### config.mk
export PLATFORM = sky130hd
export DESIGN_NAME = integer_to_radix_text
export DESIGN_NICKNAME = d
export VERILOG_FILES = /design/src/design/itrt_pkg.sv /design/src/design/itrt_front.sv /design/src/design/itrt_divider.sv /design/src/design/itrt_back.sv /design/src/design/integer_to_radix_text.sv
export SDC_FILE = /design/constraint.sdc
export NUM_CORES = 1
export LEC_CHECK = 0
export ABC_AREA = 1
export BUFFER_PORTS_ARGS = -buffer_cell sky130_fd_sc_hd__buf_2
export CAP_MARGIN = 25
export CORE_MARGIN = 2
export CORE_UTILIZATION = 30
export DETAILED_ROUTE_END_ITERATION = 16
export SLEW_MARGIN = 20
export SYNTH_ARGS = -nofsm -noshare
export SYNTH_HDL_FRONTEND = slang
export SYNTH_SLANG_ARGS = --single-unit
### constraint.sdc
create_clock -name clk -period 4.2 [get_ports clk]
set_input_delay 0.21 -clock clk [delete_from_list [all_inputs] [get_ports clk]]
set_output_delay 0.21 -clock clk [all_outputs]
set_load 0.005 [all_outputs]
### src/design/itrt_pkg.sv
// ----------------------------------------------------------------------------
// itrt_pkg
// Shared widths, character codes, request structs and the digit encoder for
// the integer to radix text converter.
// ----------------------------------------------------------------------------
package itrt_pkg;

  // Widths
  localparam int VALUE_WIDTH = 32;
  localparam int RADIX_W     = 6;
  localparam int CHAR_W      = 7;
  localparam int DIGIT_W     = 6;
  localparam int IDX_W       = $clog2(VALUE_WIDTH);
  localparam int STEP_W      = $clog2(VALUE_WIDTH);

  // Base limits
  localparam logic [RADIX_W-1:0] RADIX_MIN = RADIX_W'(2);
  localparam logic [RADIX_W-1:0] RADIX_MAX = RADIX_W'(36);
  localparam logic [DIGIT_W-1:0] DEC_DIGITS = DIGIT_W'(10);

  // Character codes
  localparam logic [CHAR_W-1:0] CH_ZERO  = 7'h30;  // '0'
  localparam logic [CHAR_W-1:0] CH_A     = 7'h61;  // 'a'
  localparam logic [CHAR_W-1:0] CH_MINUS = 7'h2d;  // '-'
  localparam logic [CHAR_W-1:0] CH_ERR   = 7'h00;

  // One classified conversion request
  typedef struct packed {
    logic                   bad;
    logic                   neg;
    logic [VALUE_WIDTH-1:0] mag;
    logic [RADIX_W-1:0]     radix;
  } job_t;

  // Divider request and response
  typedef struct packed {
    logic                   start;
    logic [VALUE_WIDTH-1:0] dividend;
    logic [RADIX_W-1:0]     divisor;
  } div_req_t;

  typedef struct packed {
    logic                   done;
    logic [VALUE_WIDTH-1:0] quotient;
    logic [DIGIT_W-1:0]     remainder;
  } div_rsp_t;

  // Digit value to ASCII, lower-case letters above nine
  function automatic logic [CHAR_W-1:0] digit_char(input logic [DIGIT_W-1:0] d);
    logic [CHAR_W-1:0] c;
    if (d < DEC_DIGITS) begin
      c = CH_ZERO + CHAR_W'(d);
    end else begin
      c = CH_A + CHAR_W'(d - DEC_DIGITS);
    end
    return c;
  endfunction

endpackage

### src/design/itrt_front.sv
// ----------------------------------------------------------------------------
// itrt_front
// Holds the base register, classifies each incoming request (base check,
// sign, magnitude) and buffers it in a two-entry queue for the back end.
// ----------------------------------------------------------------------------
module itrt_front (
  input  logic                                 clk,
  input  logic                                 rst_n,
  input  logic                                 cfg_we,
  input  logic [itrt_pkg::RADIX_W-1:0]         cfg_wdata,
  input  logic                                 in_push,
  input  logic signed [itrt_pkg::VALUE_WIDTH-1:0] in_value,
  output logic                                 in_full,
  output logic                                 job_valid,
  output itrt_pkg::job_t                       job,
  input  logic                                 job_pop
);
  import itrt_pkg::*;

  logic [RADIX_W-1:0]     radix_r;
  job_t                   q_r [2];
  logic                   wr_ptr_r;
  logic                   rd_ptr_r;
  logic [1:0]             cnt_r;
  logic                   push_ok;
  logic                   pop_ok;
  logic [VALUE_WIDTH-1:0] uval;
  job_t                   cls;

  // Base register
  always_ff @(posedge clk) begin
    if (!rst_n) begin
      radix_r <= RADIX_W'(10);
    end else if (cfg_we) begin
      radix_r <= cfg_wdata;
    end
  end

  // Classify: base range, sign, magnitude (most negative maps to 2^(W-1))
  always_comb begin
    uval      = VALUE_WIDTH'(in_value);
    cls.bad   = (radix_r < RADIX_MIN) || (radix_r > RADIX_MAX);
    cls.neg   = uval[VALUE_WIDTH-1];
    cls.mag   = cls.neg ? (~uval + VALUE_WIDTH'(1)) : uval;
    cls.radix = radix_r;
  end

  assign in_full   = (cnt_r == 2'd2);
  assign job_valid = (cnt_r != 2'd0);
  assign job       = q_r[rd_ptr_r];
  assign push_ok   = in_push && !in_full;
  assign pop_ok    = job_pop && job_valid;

  // Queue payload
  always_ff @(posedge clk) begin
    if (push_ok) begin
      q_r[wr_ptr_r] <= cls;
    end
  end

  // Queue pointers and fill count
  always_ff @(posedge clk) begin
    if (!rst_n) begin
      wr_ptr_r <= 1'b0;
      rd_ptr_r <= 1'b0;
      cnt_r    <= 2'd0;
    end else begin
      if (push_ok) wr_ptr_r <= ~wr_ptr_r;
      if (pop_ok)  rd_ptr_r <= ~rd_ptr_r;
      if (push_ok && !pop_ok) begin
        cnt_r <= cnt_r + 2'd1;
      end else if (pop_ok && !push_ok) begin
        cnt_r <= cnt_r - 2'd1;
      end
    end
  end

endmodule

### src/design/itrt_divider.sv
// ----------------------------------------------------------------------------
// itrt_divider
// Restoring divider, one quotient bit per cycle: magnitude by base, giving
// the next quotient and the low digit.
// ----------------------------------------------------------------------------
module itrt_divider (
  input  logic               clk,
  input  logic               rst_n,
  input  itrt_pkg::div_req_t req,
  output itrt_pkg::div_rsp_t rsp
);
  import itrt_pkg::*;

  logic [VALUE_WIDTH-1:0] quo_r;
  logic [DIGIT_W-1:0]     rem_r;
  logic [RADIX_W-1:0]     dsr_r;
  logic [STEP_W-1:0]      step_r;
  logic                   busy_r;
  logic                   done_r;
  logic [DIGIT_W:0]       trial;
  logic [DIGIT_W:0]       diff;
  logic                   fits;

  // One restoring step
  always_comb begin
    trial = {rem_r, quo_r[VALUE_WIDTH-1]};
    diff  = trial - (DIGIT_W+1)'(dsr_r);
    fits  = (trial >= (DIGIT_W+1)'(dsr_r));
  end

  // Datapath
  always_ff @(posedge clk) begin
    if (req.start) begin
      quo_r <= req.dividend;
      rem_r <= '0;
      dsr_r <= req.divisor;
    end else if (busy_r) begin
      quo_r <= {quo_r[VALUE_WIDTH-2:0], fits};
      rem_r <= fits ? diff[DIGIT_W-1:0] : trial[DIGIT_W-1:0];
    end
  end

  // Step counter and done pulse
  always_ff @(posedge clk) begin
    if (!rst_n) begin
      busy_r <= 1'b0;
      done_r <= 1'b0;
      step_r <= '0;
    end else if (req.start) begin
      busy_r <= 1'b1;
      done_r <= 1'b0;
      step_r <= '0;
    end else if (busy_r) begin
      step_r <= step_r + STEP_W'(1);
      if (step_r == STEP_W'(VALUE_WIDTH-1)) begin
        busy_r <= 1'b0;
        done_r <= 1'b1;
      end
    end else begin
      done_r <= 1'b0;
    end
  end

  assign rsp.done      = done_r;
  assign rsp.quotient  = quo_r;
  assign rsp.remainder = rem_r;

endmodule

### src/design/itrt_back.sv
// ----------------------------------------------------------------------------
// itrt_back
// Sequencer: takes a classified request, peels digits low first through the
// divider into a digit store, then sends sign and digits high first through
// a one-entry output register; a request with a bad base sends one error character instead.
// ----------------------------------------------------------------------------
module itrt_back (
  input  logic                          clk,
  input  logic                          rst_n,
  input  logic                          job_valid,
  input  itrt_pkg::job_t                job,
  output logic                          job_pop,
  output itrt_pkg::div_req_t            dreq,
  input  itrt_pkg::div_rsp_t            drsp,
  output logic                          out_empty,
  input  logic                          out_pop,
  output logic [itrt_pkg::CHAR_W-1:0]   out_char_code,
  output logic                          out_last,
  output logic                          out_bad_radix
);
  import itrt_pkg::*;

  localparam logic [2:0] S_IDLE = 3'd0;
  localparam logic [2:0] S_DIV  = 3'd1;
  localparam logic [2:0] S_SIGN = 3'd2;
  localparam logic [2:0] S_EMIT = 3'd3;
  localparam logic [2:0] S_BAD  = 3'd4;

  logic [2:0]         state_r;
  logic [2:0]         state_nxt;
  logic               neg_r;
  logic [RADIX_W-1:0] radix_r;
  logic [IDX_W-1:0]   nd_r;
  logic [IDX_W-1:0]   idx_r;
  logic [DIGIT_W-1:0] dig_r [VALUE_WIDTH];
  logic               ov_r;
  logic [CHAR_W-1:0]  oc_r;
  logic               ol_r;
  logic               ob_r;
  logic               out_free;
  logic               more;

  assign out_free = !ov_r || out_pop;
  assign more     = (drsp.quotient != '0) && (nd_r < IDX_W'(VALUE_WIDTH-1));
  assign job_pop  = (state_r == S_IDLE) && job_valid;

  // Divider requests: first digit from the new request, later ones from quotient
  always_comb begin
    dreq.start    = 1'b0;
    dreq.dividend = drsp.quotient;
    dreq.divisor  = radix_r;
    if (state_r == S_IDLE) begin
      dreq.start    = job_valid && !job.bad;
      dreq.dividend = job.mag;
      dreq.divisor  = job.radix;
    end else if (state_r == S_DIV) begin
      dreq.start = drsp.done && more;
    end
  end

  // Next state
  always_comb begin
    state_nxt = state_r;
    unique case (state_r)
      S_IDLE: if (job_valid) state_nxt = job.bad ? S_BAD : S_DIV;
      S_DIV:  if (drsp.done && !more) state_nxt = neg_r ? S_SIGN : S_EMIT;
      S_SIGN: if (out_free) state_nxt = S_EMIT;
      S_EMIT: if (out_free && idx_r == '0) state_nxt = S_IDLE;
      S_BAD:  if (out_free) state_nxt = S_IDLE;
      default: state_nxt = S_IDLE;
    endcase
  end

  always_ff @(posedge clk) begin
    if (!rst_n) begin
      state_r <= S_IDLE;
    end else begin
      state_r <= state_nxt;
    end
  end

  // Request fields, digit counters and digit store
  always_ff @(posedge clk) begin
    if (state_r == S_IDLE && job_valid) begin
      neg_r   <= job.neg;
      radix_r <= job.radix;
      nd_r    <= '0;
    end
    if (state_r == S_DIV && drsp.done) begin
      dig_r[nd_r] <= drsp.remainder;
      nd_r        <= nd_r + IDX_W'(1);
      idx_r       <= nd_r;
    end
    if (state_r == S_EMIT && out_free) begin
      idx_r <= idx_r - IDX_W'(1);
    end
  end

  // Output register payload
  always_ff @(posedge clk) begin
    if (out_free) begin
      case (state_r)
        S_SIGN: begin
          oc_r <= CH_MINUS;
          ol_r <= 1'b0;
          ob_r <= 1'b0;
        end
        S_EMIT: begin
          oc_r <= digit_char(dig_r[idx_r]);
          ol_r <= (idx_r == '0);
          ob_r <= 1'b0;
        end
        S_BAD: begin
          oc_r <= CH_ERR;
          ol_r <= 1'b1;
          ob_r <= 1'b1;
        end
        default: ;
      endcase
    end
  end

  // Output register occupancy
  always_ff @(posedge clk) begin
    if (!rst_n) begin
      ov_r <= 1'b0;
    end else if (out_free) begin
      ov_r <= (state_r == S_SIGN) || (state_r == S_EMIT) || (state_r == S_BAD);
    end
  end

  assign out_empty     = !ov_r;
  assign out_char_code = oc_r;
  assign out_last      = ol_r;
  assign out_bad_radix = ob_r;

endmodule

### src/design/integer_to_radix_text.sv
// ----------------------------------------------------------------------------
// integer_to_radix_text
// Converts a signed integer to ASCII text in a configurable base, one
// character per result, most significant digit first.
// ----------------------------------------------------------------------------
// Channel   Ports                                        Direction
// input     in_push, in_full, in_value                   request in
// result    out_empty, out_pop, out_char_code,
//           out_last, out_bad_radix                      character out
// config    cfg_we, cfg_wdata                            base register write
//
// Each digit costs one pass of the bit-serial divider, followed by a store into
// the digit store; an invalid base skips the divider and gives one error character.
// A two-entry request queue lets new requests in while one is converted.
// Reset (rst_n low, synchronous) empties both sides and sets the base to 10.
// Characters stall in the output register while out_pop is low.
// ----------------------------------------------------------------------------
module integer_to_radix_text (
  input  logic                                    clk,
  input  logic                                    rst_n,
  input  logic                                    cfg_we,
  input  logic [itrt_pkg::RADIX_W-1:0]            cfg_wdata,
  input  logic                                    in_push,
  input  logic signed [itrt_pkg::VALUE_WIDTH-1:0] in_value,
  output logic                                    in_full,
  output logic                                    out_empty,
  input  logic                                    out_pop,
  output logic [itrt_pkg::CHAR_W-1:0]             out_char_code,
  output logic                                    out_last,
  output logic                                    out_bad_radix
);
  import itrt_pkg::*;

  logic     job_valid;
  logic     job_pop;
  job_t     job;
  div_req_t dreq;
  div_rsp_t drsp;

  itrt_front u_front (
    .clk       (clk),
    .rst_n     (rst_n),
    .cfg_we    (cfg_we),
    .cfg_wdata (cfg_wdata),
    .in_push   (in_push),
    .in_value  (in_value),
    .in_full   (in_full),
    .job_valid (job_valid),
    .job       (job),
    .job_pop   (job_pop)
  );

  itrt_divider u_div (
    .clk   (clk),
    .rst_n (rst_n),
    .req   (dreq),
    .rsp   (drsp)
  );

  itrt_back u_back (
    .clk           (clk),
    .rst_n         (rst_n),
    .job_valid     (job_valid),
    .job           (job),
    .job_pop       (job_pop),
    .dreq          (dreq),
    .drsp          (drsp),
    .out_empty     (out_empty),
    .out_pop       (out_pop),
    .out_char_code (out_char_code),
    .out_last      (out_last),
    .out_bad_radix (out_bad_radix)
  );

endmodule
==> impl_summary.txt, run 1 <==
----------------------------------------------------
[Floorplan]
  Row count ... 84
  Height of the chip ... 235.0 um
  Number of I/O pins ... 54
  Placeable core region ... 52660 um2
  Die outline area ... 55200 um2
  Starting utilization of the core area ... 30.39%
  Width of the die ... 235.0 um

[Drt]
  DRT Pass-1 Iters ... 5
  Post-route antenna net violation count ... 0
  DRC ... 0
  Routed vias ... 10350
  Wire length reported by the detailed router ... 34230 um
  Detailed Route Iter0 Violations ... 785
  Average detailed-routed wire length per instance ... 15.64 um
  Via density per instance ... 4.730

[Critical path]
  CP endpoint kind ... register
  CP Class ... register to register
  Required time of the worst setup path ... 4.47 ns
  Register-to-register path setup slack ... 1.23 ns
  Signal arrival time at the worst endpoint ... 3.24 ns
  Critical Path Source Type ... register
  Peak fanout along the critical path ... 68

[Clocking]
  Clock transition at the register clock pins on the worst setup and hold paths after CTS ... 0.06 ns
  Clk Latency, worst-skew pair ... 0.53 ns
  Resized Gates After CTS ... 0
  Cell at the root of the clock tree ... clkbuf_16
  Clock sinks ... 369
  Buffers inserted by post-CTS timing repair ... 0
  Maximum clock path buffer count ... 3
  H-tree levels ... 2
  TritonCTS clock tree ... built
  CTS Buf Count ... 38

[Global route]
  Total overflow reported by the global router ... 0
  Pin count of the biggest net entering global routing ... 97
  Antenna violations before repair ... 0
  Aggregate global-route resource usage ... 12.34%
  Global-route wire length before repair ... 55570 um
  Number of global-route vias before repair ... 10310

[Place]
  Post-Place Cells ... 2110
  Final weighted congestion of routability-driven global placement ... 0.7863
  Post-Place Cell Area ... 16920 um2
  Number of port buffers ... 53
  Post-DP HPWL ... 21970 um

[Power and ir drop]
  Switching pwr ... 3421 uW
  Portion of total power attributed to combinational logic ... 23.7%
  Worst supply voltage drop on vdd ... 0.0003605 V
  Seq pwr share ... 46.6%
  Internal power ... 7678 uW
  Power per standard cell area ... 608.2 nW/um2
  Power after layout ... 11100 uW
  Static leakage ... 0.006634 uW
  Portion of total power attributed to the clock network ... 29.7%
  Sw Share ... 30.83%

[Timing]
  Max-slew violation count ... 0
  Share of the cycle needed by the critical path after routing ... 70.80%
  Setup repair after global routing missed its margin ... no
  Maximum clock skew at final layout ... 0.02351 ns
  Setup Viol. Count Final ... 0
  Relative slew slack ... 38.56%
  Final TNS setup ... 0 ns
  Measured slew at the worst slew-check pin ... 0.9206 ns
  Number of hold violations in the final report ... 0
  Minimum period implied by the final worst setup slack ... 2.974 ns
  Min Hold Slack ... 0.01996 ns
  Fmax ... 0.3363 GHz

[Synthesis]
  Synthesized-area fraction occupied by ao, oa, aoi and oai cells ... 6.052%
  Share of the synthesized netlist area taken by xor and xnor gates ... 2.080%
  Dominant combinational cell family by area after synthesis ... simple AND/OR/NAND/NOR gates
  Distinct cell type count after synthesis ... 43
  Yosys warning total ... 0
  Post-synthesis sequential element count ... 369
  Netlist area before placement ... 16000 um2
  Simple-gate share of the synthesized area ... 16.88%
  Post-synth top area share ... 63.05%
  Fraction of synthesized area in multiplexers ... 2.072%
  Adder and majority gate portion of the synthesized area ... 1.689%
  Post-synth top flop ... edfxtp_1
  EDFF count, synth ... 336
  Synthesized net count ... 1473
  Per-instance average area after synthesis ... 11.36 um2
  Synth area leader ... edfxtp_1
  Synth top area cells ... edfxtp_1 (63%), nand2_1 (7.5%), nand3_1 (4.4%)
  Sequential fraction of the synthesis area ... 67.18%
  Share of synthesized flip-flops with an asynchronous set or reset ... 0%
  Post-synthesis instance total ... 1409

[Job]
  Reported max-cap violation count ... 0

[Hold path]
  Class of the most critical hold timing path ... input pin to register

[Cells and area]
  Final Non-Filler Cells ... 2188
  Area overhead of the layout relative to synthesis ... 14.04%
  Fraction of layout cells with a size suffix above 1 ... 9.667%
  # nets final ... 1538
  Antenna diode instance count ... 0
  Final instance area ... 18250 um2

[Outcome]
  Outcome ... finished clean

----------------------------------------------------
cells in the final DEF (no fill, tap or decap), drive strengths merged, types with 2 or more instances in the layout:
cell type and count:
a21oi 30, a31oi 10, buf 73, bufinv 4, clkbuf 48, clkinv 12, dfxtp 33, dlygate4sd3 11
edfxtp 336, ha 20, inv 73, mux2i 32, nand2 325, nand3 140, nand4 5, nor2 139
nor3 12, nor4 12, o211ai 5, o21a 2, o21ai 108, o221ai 11, o22ai 2, o31ai 2
or2 7, xnor2 12, xor2 26
synth_stat cells, types with 6 or more instances:
master and number:
edfxtp_1 336, inv_1 71, o221ai_1 11, mux2i_1 32, buf_2 20, buf_4 10, nor3_1 10, buf_6 12
a21oi_1 30, nand2_1 321, nor2_1 138, clkbuf_1 17, a31oi_1 10, ha_1 20, dfxtp_1 33, nor4_1 12
xor2_1 26, xnor2_1 12, nand3_1 140, or2_2 6, o21ai_0 106
logic make-up (layout without fill, tap and decap cells):
family                   after synthesis  count (layout)
AND/OR/NAND/NOR                      643             643
flip-flops                           369             369
AO/OA/AOI/OAI                        174             174
buffers and inverters                131             222
XOR/XNOR                              38              38
multiplexers                          33              33
adder cells (fa/ha/maj)               21              21
layer usage:
metal  up-vias  global-route usage (%)  share of wire [%]
met5         -                       0                  0
met4         0                   3.337                2.2
met3        58                   2.444                5.5
met2       255                   20.01                 47
met1      4960                   16.85                 46
li1       5076                       -                  -
per-stage QoR:
step           util, %  worst slack (ns)
6_report         34.66             1.226
3_3_place_gp     32.13             1.265
3_5_place_dp     32.13             1.187
2_1_floorplan        -           0.09944
4_1_cts          34.62             1.193
5_1_grt          34.66            0.9069
registers in the layout, indices dropped and copies added (netlist names), 6 cells and up, named ones only:
| signal | cells |
|---|---|
| u_front.radix_r | 6 |
| u_back.radix_r | 6 |
| u_back.dig_r | 192 |
| u_back.out_char_code | 7 |
| u_div.dsr_r | 6 |
| u_div.rem_r | 6 |
| u_front.q_r | 80 |
| u_div.quo_r | 32 |
path summary, 6_finish.rpt:
path	cells past startpoint	end	from
hold / removal	3	u_front.radix_r[2]$_SDFFE_PN0P_	cfg_we
setup / recovery	13	u_back.out_char_code[3]$_DFFE_PP_	register
hold reg to reg	1	register	u_front.rd_ptr_r$_SDFFE_PN0P_
setup reg to reg	13	u_back.out_char_code[3]$_DFFE_PP_	register
critical path, cell delays in order, from the launching register on:
cell and delay, ns:
dfxtp_2 0.36, buf_4 0.57, o21ai_0 0.23, o221ai_1 0.30
nand3_1 0.16, nand2_1 0.10, nand2_1 0.04, nand2_1 0.17
inv_1 0.09, ha_1 0.23, nand2_2 0.15, inv_1 0.11
nor2_1 0.08, o21ai_0 0.08
power groups by stage:
| stage | Sequential (uW) | Clock, uW | Combinational (uW) |
|---|---|---|---|
| after floorplan | 5290 | 0 | 1760 |
| after global placement | 5230 | 0 | 2600 |
| after detailed placement | 5250 | 0 | 2650 |
| after CTS | 5180 | 3360 | 2660 |
| after global routing | 5230 | 3510 | 3020 |
| final | 5170 | 3300 | 2630 |
area by class of cell:
| cell class | instances | area, um2 |
|---|---|---|
| Sequential cell | 369 | 10750 |
| Clock buffer | 48 | 1010 |
| Tap cell | 688 | 860.8 |
| Inverter | 72 | 272.8 |
| Clock inverter | 18 | 191.4 |
| Multi-Input combinational cell | 909 | 4623 |
| Timing Repair Buffer | 84 | 538.0 |
| Fill cell | 5189 | 34410 |
repair_timing:
| action | 4_1_cts | 5_1_grt |
|---|---|---|
| endpoints found under the hold margin | 8 | 0 |
| setup endpoints to repair | 0 | 0 |
| hold buffers | 11 | 0 |
(Power assumes the default switching activity.)
==> inputs of run 2 (changes only) <==
--- a/config.mk
+++ b/config.mk
@@ -5,7 +5,7 @@
 export SDC_FILE = /design/constraint.sdc
 export NUM_CORES = 1
 export LEC_CHECK = 0
-export ABC_AREA = 1
+export ABC_AREA = 0
 export BUFFER_PORTS_ARGS = -buffer_cell sky130_fd_sc_hd__buf_2
 export CAP_MARGIN = 25
 export CORE_MARGIN = 2
==> constraint.sdc (replaced) <==
create_clock -name clk -period 2.6 [get_ports clk]
set_input_delay 0.13 -clock clk [delete_from_list [all_inputs] [get_ports clk]]
set_output_delay 0.13 -clock clk [all_outputs]
set_load 0.005 [all_outputs]
==> run 2 against run 1 <==
  * The run now ends with setup timing left
  * Setup slack lost 1.3 ns
  * Register-to-register slack got worse by 1.3 ns
  * Routed wire length grew 0.29%
  * Area after synthesis down 1.7%
  * Die area down 1.6%
  * Sequential power increased by 61%
  * Combinational power increased by 68%
  * Clock power rose by 75%
  * Utilization increased by 4.0 points
  * Largest power group unchanged
==> impl_summary.txt, run 2 <==
----------------------------------------------------
[Outcome]
  Outcome ... finished, violations left
  Violations in the final reports ... setup timing

[Synthesis]
  Yosys warning total ... 0 (unchanged)
  Netlist area before placement ... 15740 um2 (-1.7%)
  Share of synthesized flip-flops with an asynchronous set or reset ... 0% (unchanged)
  Most used standard cell by instance count after synthesis ... edfxtp_1
  Per-instance average area after synthesis ... 14.71 um2 (+29%)
  Sequential fraction of the synthesis area ... 68.32% (+1.1 points)
  Post-synthesis sequential element count ... 369 (unchanged)
  Most numerous cell types in the synthesized netlist ... edfxtp_1 (336), mux2i_1 (86), nor2_1 (79), o21ai_0 (62), nand2_1 (53)
  Post-synth top flop ... edfxtp_1
  Synthesized net count ... 1134 (-23%)
  Post-synthesis instance total ... 1070 (-24%)
  Post-synth top area share ... 64.12% (+1.1 points)
  Synth area leader ... edfxtp_1
  Synth top area cells ... edfxtp_1 (64%), mux2i_1 (5.5%), dfxtp_1 (4.2%)
  EDFF count, synth ... 336 (unchanged)
  Distinct cell type count after synthesis ... 59 (+37%)

[Cells and area]
  Most frequent cells in the layout ... edfxtp_1 (336), buf_4 (141), mux2i_1 (75)
  Antenna diode instance count ... 0 (unchanged)
  Register containing the most flip-flops in the final layout ... u_back.dig_r
  Count of filler cells inserted in the layout ... 4735 (-8.7%)
  Area of combinational cells with multiple inputs ... 5057 um2 (+9.4%)
  Total area of sequential cells ... 10760 um2 (about the same)
  Flip-flop count of the largest register, all copies and words added ... 192 (unchanged)
  # nets final ... 1363 (-11%)
  Most common cell after layout, fill and taps aside ... edfxtp_1
  Fraction of layout cells with a size suffix above 1 ... 29.92% (+20 points)
  Area overhead of the layout relative to synthesis ... 26.83%
  Biggest regs ... u_back.dig_r x192, u_front.q_r x80, u_div.quo_r x32

[Power and ir drop]
  Portion of total power attributed to combinational logic ... 23.9% (+0.2 points)
  Power per standard cell area ... 926.8 nW/um2 (+52%)
  Portion of total power attributed to the clock network ... 31.1% (+1.4 points)
  Static leakage ... 0.007014 uW (+5.7%)
  Internal power ... 13250 uW (+73%)
  Switching pwr ... 5243 uW (+53%)
  Worst supply voltage drop on vdd ... 0.0004626 V (+28%)
  Sw Share ... 28.34% (-2.5 points)
  Seq pwr share ... 44.9% (-1.7 points)

[Place]
  Worst setup timing slack at the placement stage ... -0.3128 ns (-1.500 ns)
  Final weighted congestion of routability-driven global placement ... 0.8686 (+10%)
  Number of port buffers ... 53 (unchanged)
  Post-DP HPWL ... 22360 um (+1.7%)

[Hold path]
  Worst Hold End ... u_front.q_r[1][20]$_DFFE_PP_
  Class of the most critical hold timing path ... input pin to register
  Cell depth of the worst hold path ... 3 (unchanged)
  Worst hold path startpoint ... in_value[14]

[Global route]
  Global-route wire length before repair ... 53030 um (-4.6%)
  Aggregate global-route resource usage ... 12.49% (+0.14 points)
  Total overflow reported by the global router ... 0 (unchanged)
  Antenna violations before repair ... 0 (unchanged)
  Number of global-route vias before repair ... 9716 (-5.7%)
  Pin count of the biggest net entering global routing ... 42 (-57%)

[Floorplan]
  Placeable core region ... 51610 um2 (-2.0%)
  Width of the die ... 233.0 um (-0.82%)
  Number of I/O pins ... 54 (unchanged)
  Height of the chip ... 233.0 um (-0.82%)
  Starting utilization of the core area ... 30.49% (+0.10 points)
  Row count ... 83 (-1.2%)
  Die outline area ... 54300 um2 (-1.6%)

[Critical path]
  Max stage delay cell, worst path ... dfxtp_4
  Peak fanout along the critical path ... 7 (-90%)
  Count of cells along the worst register-to-register path ... 9 (-4)
  Register-to-register path setup slack ... -0.07 ns (-1.30 ns)
  Reg2Reg Capture Point ... u_back.out_char_code[5]$_DFFE_PP_
  Required time of the worst setup path ... 2.87 ns (-1.60 ns)
  Worst path most repeated cell ... buf_4
  Critical Path Source Type ... register
  CP Buf/Inv Count ... 2 (-1)
  CP endpoint kind ... register
  CP max stage delay ... 0.46 ns (-0.11 ns)
  Signal arrival time at the worst endpoint ... 2.94 ns (-0.30 ns)
  CP Class ... register to register
  Cell breakdown of the critical path ... buf_4 > buf_4 > mux2i_1 > a22o_1 > a21oi_2 > a211oi_2 > a311oi_1 > a2111oi_1 > o31ai_1
  Top cell family by delay on the critical path ... compound AO/OA/AOI/OAI gates

[Timing]
  Fin worst setup slack ... -0.07294 ns (-1.299 ns)
  Number of hold violations in the final report ... 0 (unchanged)
  Setup repair after global routing missed its margin ... yes
  Setup Viol. Count Final ... 2 (+2)
  Max-slew violation count ... 0 (unchanged)
  Final TNS setup ... -0.09314 ns (-0.09314 ns)
  Fmax ... 0.3741 GHz (+11%)
  Maximum clock skew at final layout ... 0.02985 ns (+0.006342 ns)
  Relative slew slack ... 52.21% (+14 points)
  Measured slew at the worst slew-check pin ... 0.7142 ns (-0.2064 ns)
  Share of the cycle needed by the critical path after routing ... 102.8% (+32 points)
  Minimum period implied by the final worst setup slack ... 2.673 ns (-0.3008 ns)

[Clocking]
  Clock sinks ... 369 (unchanged)
  Cell at the root of the clock tree ... clkbuf_16
  Clock transition at the register clock pins on the worst setup and hold paths after CTS ... 0.07 ns (about the same)
  Maximum clock path buffer count ... 3 (unchanged)
  H-tree levels ... 2 (unchanged)
  TritonCTS clock tree ... built
  Clk Latency, worst-skew pair ... 0.54 ns (about the same)
  CTS Buf Count ... 40 (+5.3%)

[Drt]
  Detailed Route Iter0 Violations ... 671 (-15%)
  Average detailed-routed wire length per instance ... 17.08 um (+9.2%)
  Routed vias ... 9635 (-6.9%)
  Wire length reported by the detailed router ... 34330 um (+0.29%)
  DRT Pass-1 Iters ... 4 (-1)
  Post-route antenna net violation count ... 0 (unchanged)
  Via density per instance ... 4.794 (+1.3%)
  DRC ... 0 (unchanged)

[Job]
  Reported max-cap violation count ... 0 (unchanged)

----------------------------------------------------
[run 2: timing repair]
item,4_1_cts,5_1_grt
hold endpoints to repair,44,0
hold buffers,32,0
gates resized for setup,34,61
cloned,0,1
setup buffers,4,14
endpoints found under the setup margin,8,15
pin swaps,11,24
[run 2: worst reg2reg max path: stages, from the launching register on]
cell	delay, ns
dfxtp_4	0.46
buf_4	0.15
buf_4	0.19
mux2i_1	0.35
a22o_1	0.22
a21oi_2	0.05
a211oi_2	0.30
a311oi_1	0.15
a2111oi_1	0.38
o31ai_1	0.16
[run 2: area by class of cell]
cell class	count	share of cell area [%]
flip-flops and latches	369	53.93
well taps	680	4.263
multi-input cells	625	25.34
clock inverters	21	1.279
repair buffers	237	9.184
inverters	26	0.5015
clock buffers	52	5.504
[run 2: cells by family after synthesis]
| group | count (synthesis) | share of synthesized area, % |
|---|---|---|
| compound gates | 157 | 6.321 |
| xor+xnor | 43 | 2.393 |
| fa+ha+maj | 21 | 1.717 |
| buf+inv | 76 | 1.892 |
| flops | 369 | 68.32 |
| mux | 132 | 10.62 |
| simple gates | 272 | 8.738 |
[run 2: worst max-delay path by stage]
stage	to	slack (ns)	cells past startpoint
after CTS	u_back.out_char_code[6]$_DFFE_PP_	-0.05	11
after global routing	u_back.out_char_code[5]$_DFFE_PP_	-0.1	12
after floorplan	u_front.q_r[0][35]$_DFFE_PP_	-0.15	7
after global placement	u_front.q_r[0][35]$_DFFE_PP_	-0.27	8
final	u_back.out_char_code[5]$_DFFE_PP_	-0.07	9
after detailed placement	u_front.q_r[0][35]$_DFFE_PP_	-0.31	8
[run 2: per-stage QoR]
step	hold slack (ns)	total power (uW)	std cells	area [um2]	util, %
floorplan	0.2289	10980	1070	15820	-
global placement	0.3533	12450	1887	17750	34.39
detailed placement	0.3480	12580	1887	17750	34.39
CTS	0.002713	18490	1995	19580	37.94
global route	0.03332	19440	2010	19960	38.67
finish	0.02894	18500	2010	19960	38.67
[run 2: power groups by stage]
stage                     Clock [uW]  Sequential, uW  Combinational, uW
final                           5760            8310               4430
after global routing            6110            8410               4920
after CTS                       5900            8310               4270
after detailed placement           0            8440               4140
after global placement             0            8420               4040
after floorplan                    0            8450               2530
[run 2: layer usage]
metal / up-vias / share of wire [%] / global-route usage, %
met5: - / 0 / 0
met4: 0 / 2.2 / 3.483
met3: 51 / 4.2 / 2.353
met2: 221 / 49 / 20.97
met1: 4789 / 45 / 16.46
li1: 4574 / - / -
==> inputs of run 3 (changes only) <==
--- a/config.mk
+++ b/config.mk
@@ -11,6 +11,7 @@
 export CORE_MARGIN = 2
 export CORE_UTILIZATION = 30
 export DETAILED_ROUTE_END_ITERATION = 16
+export SKIP_LAST_GASP = 1
 export SLEW_MARGIN = 20
 export SYNTH_ARGS = -nofsm -noshare
 export SYNTH_HDL_FRONTEND = slang
==> run 3 against run 2 <==
  * The flow still finishes with violations (setup timing)
  * Clock-buffer cell count unchanged
  * Clock power hardly changed
  * Power about the same
  * Non-clock buffer count unchanged
  * Utilization about the same
  * Critical endpoint unchanged
  * Highest routed layer unchanged
  * Flip-flop and latch count is the same
  * Critical path type unchanged
  * Setup slack gained 0.045 ns
  * Sequential power hardly changed
==> impl_summary.txt, run 3 (synthesis results as in run 2) <==
----------------------------------------------------
[Timing]
  Final TNS setup ... -0.02940 ns (+0.06374 ns)
  Setup Viol. Count Final ... 2 (unchanged)
  Measured slew at the worst slew-check pin ... 0.6975 ns (-0.01664 ns)
  Maximum clock skew at final layout ... 0.03039 ns (+0.0005365 ns)
  Number of hold violations in the final report ... 0 (unchanged)
  Relative slew slack ... 53.33% (+1.1 points)
  Fmax ... 0.3806 GHz (+1.7%)
  Share of the cycle needed by the critical path after routing ... 101.1% (-1.7 points)
  Max-slew violation count ... 0 (unchanged)
  Setup repair after global routing missed its margin ... yes
  Fin worst setup slack ... -0.02747 ns (+0.04546 ns)
  Minimum period implied by the final worst setup slack ... 2.627 ns (-0.04546 ns)

[Cells and area]
  Most common cell after layout, fill and taps aside ... edfxtp_1
  Most frequent cells in the layout ... edfxtp_1 (336), buf_4 (141), mux2i_1 (75)
  Total area of sequential cells ... 10760 um2 (unchanged)
  Area overhead of the layout relative to synthesis ... 26.76% (about the same)
  # nets final ... 1363 (unchanged)
  Register containing the most flip-flops in the final layout ... u_back.dig_r
  Final instance area ... 19950 um2 (about the same)
  Flip-flop count of the largest register, all copies and words added ... 192 (unchanged)
  Count of filler cells inserted in the layout ... 4738 (+0.063%)
  Final Non-Filler Cells ... 2010 (unchanged)
  Antenna diode instance count ... 0 (unchanged)
  Final core utilization ... 38.65% (about the same)
  Area of combinational cells with multiple inputs ... 5047 um2 (-0.20%)
  Biggest regs ... u_back.dig_r x192, u_front.q_r x80, u_div.quo_r x32
  Fraction of layout cells with a size suffix above 1 ... 29.92% (unchanged)

[Critical path]
  Required time of the worst setup path ... 2.95 ns (+0.08 ns)
  CP endpoint kind ... register
  Critical Path Source Type ... register
  Peak fanout along the critical path ... 8 (+1)
  CP Class ... register to register
  Signal arrival time at the worst endpoint ... 2.98 ns (+0.04 ns)

[Power and ir drop]
  Static leakage ... 0.007013 uW (about the same)
  Worst supply voltage drop on vdd ... 0.0004637 V (+0.24%)
  Power per standard cell area ... 927.3 nW/um2 (about the same)
  Power after layout ... 18500 uW (about the same)

[Hold path]
  Class of the most critical hold timing path ... input pin to register

[Job]
  Reported max-cap violation count ... 0 (unchanged)

[Floorplan]
  Width of the die ... 233.0 um (unchanged)
  Height of the chip ... 233.0 um (unchanged)
  Number of I/O pins ... 54 (unchanged)
  Die outline area ... 54300 um2 (unchanged)
  Placeable core region ... 51610 um2 (unchanged)
  Starting utilization of the core area ... 30.49% (unchanged)
  Row count ... 83 (unchanged)

[Outcome]
  Violations in the final reports ... setup timing
  Outcome ... finished, violations left

[Clocking]
  CTS Buf Count ... 40 (unchanged)
  Clock sinks ... 369 (unchanged)
  Clk Latency, worst-skew pair ... 0.54 ns (about the same)
  Maximum clock path buffer count ... 3 (unchanged)
  TritonCTS clock tree ... built
  Clock transition at the register clock pins on the worst setup and hold paths after CTS ... 0.07 ns (about the same)
  Cell at the root of the clock tree ... clkbuf_16
  H-tree levels ... 2 (unchanged)

[Drt]
  Via density per instance ... 4.797 (about the same)
  DRC ... 0 (unchanged)
  Wire length reported by the detailed router ... 34370 um (+0.10%)
  DRT Pass-1 Iters ... 5 (+1)
  Routed vias ... 9642 (+0.073%)
  Average detailed-routed wire length per instance ... 17.10 um (+0.10%)
  Detailed Route Iter0 Violations ... 642 (-4.3%)
  Post-route antenna net violation count ... 0 (unchanged)

[Global route]
  Antenna violations before repair ... 0 (unchanged)
  Aggregate global-route resource usage ... 12.49% (about the same)
  Pin count of the biggest net entering global routing ... 42 (unchanged)
  Total overflow reported by the global router ... 0 (unchanged)
  Global-route wire length before repair ... 53050 um (about the same)
  Number of global-route vias before repair ... 9718 (+0.021%)

[Place]
  Post-DP HPWL ... 22360 um (unchanged)
  Final weighted congestion of routability-driven global placement ... 0.8686 (unchanged)
  Post-Place Cells ... 1887 (unchanged)
  Number of port buffers ... 53 (unchanged)
  Post-Place Cell Area ... 17750 um2 (unchanged)

----------------------------------------------------
run 3: per-layer routing:
layer / vias up / track usage [%] / part of all wire [%]
met4: 0 / 3.483 / 2.3
met2: 220 / 20.98 / 49
met3: 55 / 2.353 / 4.1
li1: 4575 / - / -
met1: 4792 / 16.46 / 45
met5: - / 0 / 0
run 3: worst max-delay path, stage by stage (launching register included):
cell and delay [ns]:
dfxtp_4 0.45, buf_8 0.16, buf_6 0.11, buf_8 0.13, mux2i_4 0.27, a22oi_2 0.08
nand2_1 0.09, o22ai_2 0.08, a211oi_2 0.31, buf_4 0.21, a21o_4 0.19, o21ai_1 0.09
o31ai_1 0.26
run 3: layout make-up:
type	count	area share [%]
sequential	369	53.95
timing repair buffer	237	9.189
tap	680	4.265
inverter	26	0.5018
clock buffer	52	5.507
clock inverter	21	1.280
multi-input combinational	625	25.30
run 3: stage by stage:
step | hold slack (ns) | worst slack (ns)
global placement | 0.3533 | -0.2686
floorplan | 0.2289 | -0.1501
detailed placement | 0.3480 | -0.3128
CTS | 0.002713 | -0.05274
global route | 0.03332 | -0.1128
finish | 0.03020 | -0.02747
run 3: report_power, final:
| part | leakage [uW] | internal, uW | switching (uW) |
|---|---|---|---|
| combinational | 0.00298 | 1840 | 2590 |
| sequential | 0.00338 | 7920 | 391 |
| clock | 0.000660 | 3500 | 2260 |
| total | 0.00701 | 13300 | 5240 |
run 3: path summary, 6_finish.rpt:
check	start	end	slack (ns)	depth (start not counted)
setup / recovery	register	u_back.out_char_code[5]$_DFFE_PP_	-0.03	12
hold / removal	in_value[14]	u_front.q_r[1][20]$_DFFE_PP_	0.03	3
setup reg to reg	register	u_back.out_char_code[5]$_DFFE_PP_	-0.03	12
hold reg to reg	u_front.radix_r[4]$_SDFFE_PN0P_	u_front.q_r[0][4]$_DFFE_PP_	0.51	0
run 3: timing repair:
item                                    CTS  global route
setup buffers                             4            14
hold endpoints to repair                 44             0
gates cloned                              0             1
resized for setup                        33            61
pin swaps                                11            24
hold buffers                             32             0
endpoints found under the setup margin    8            15
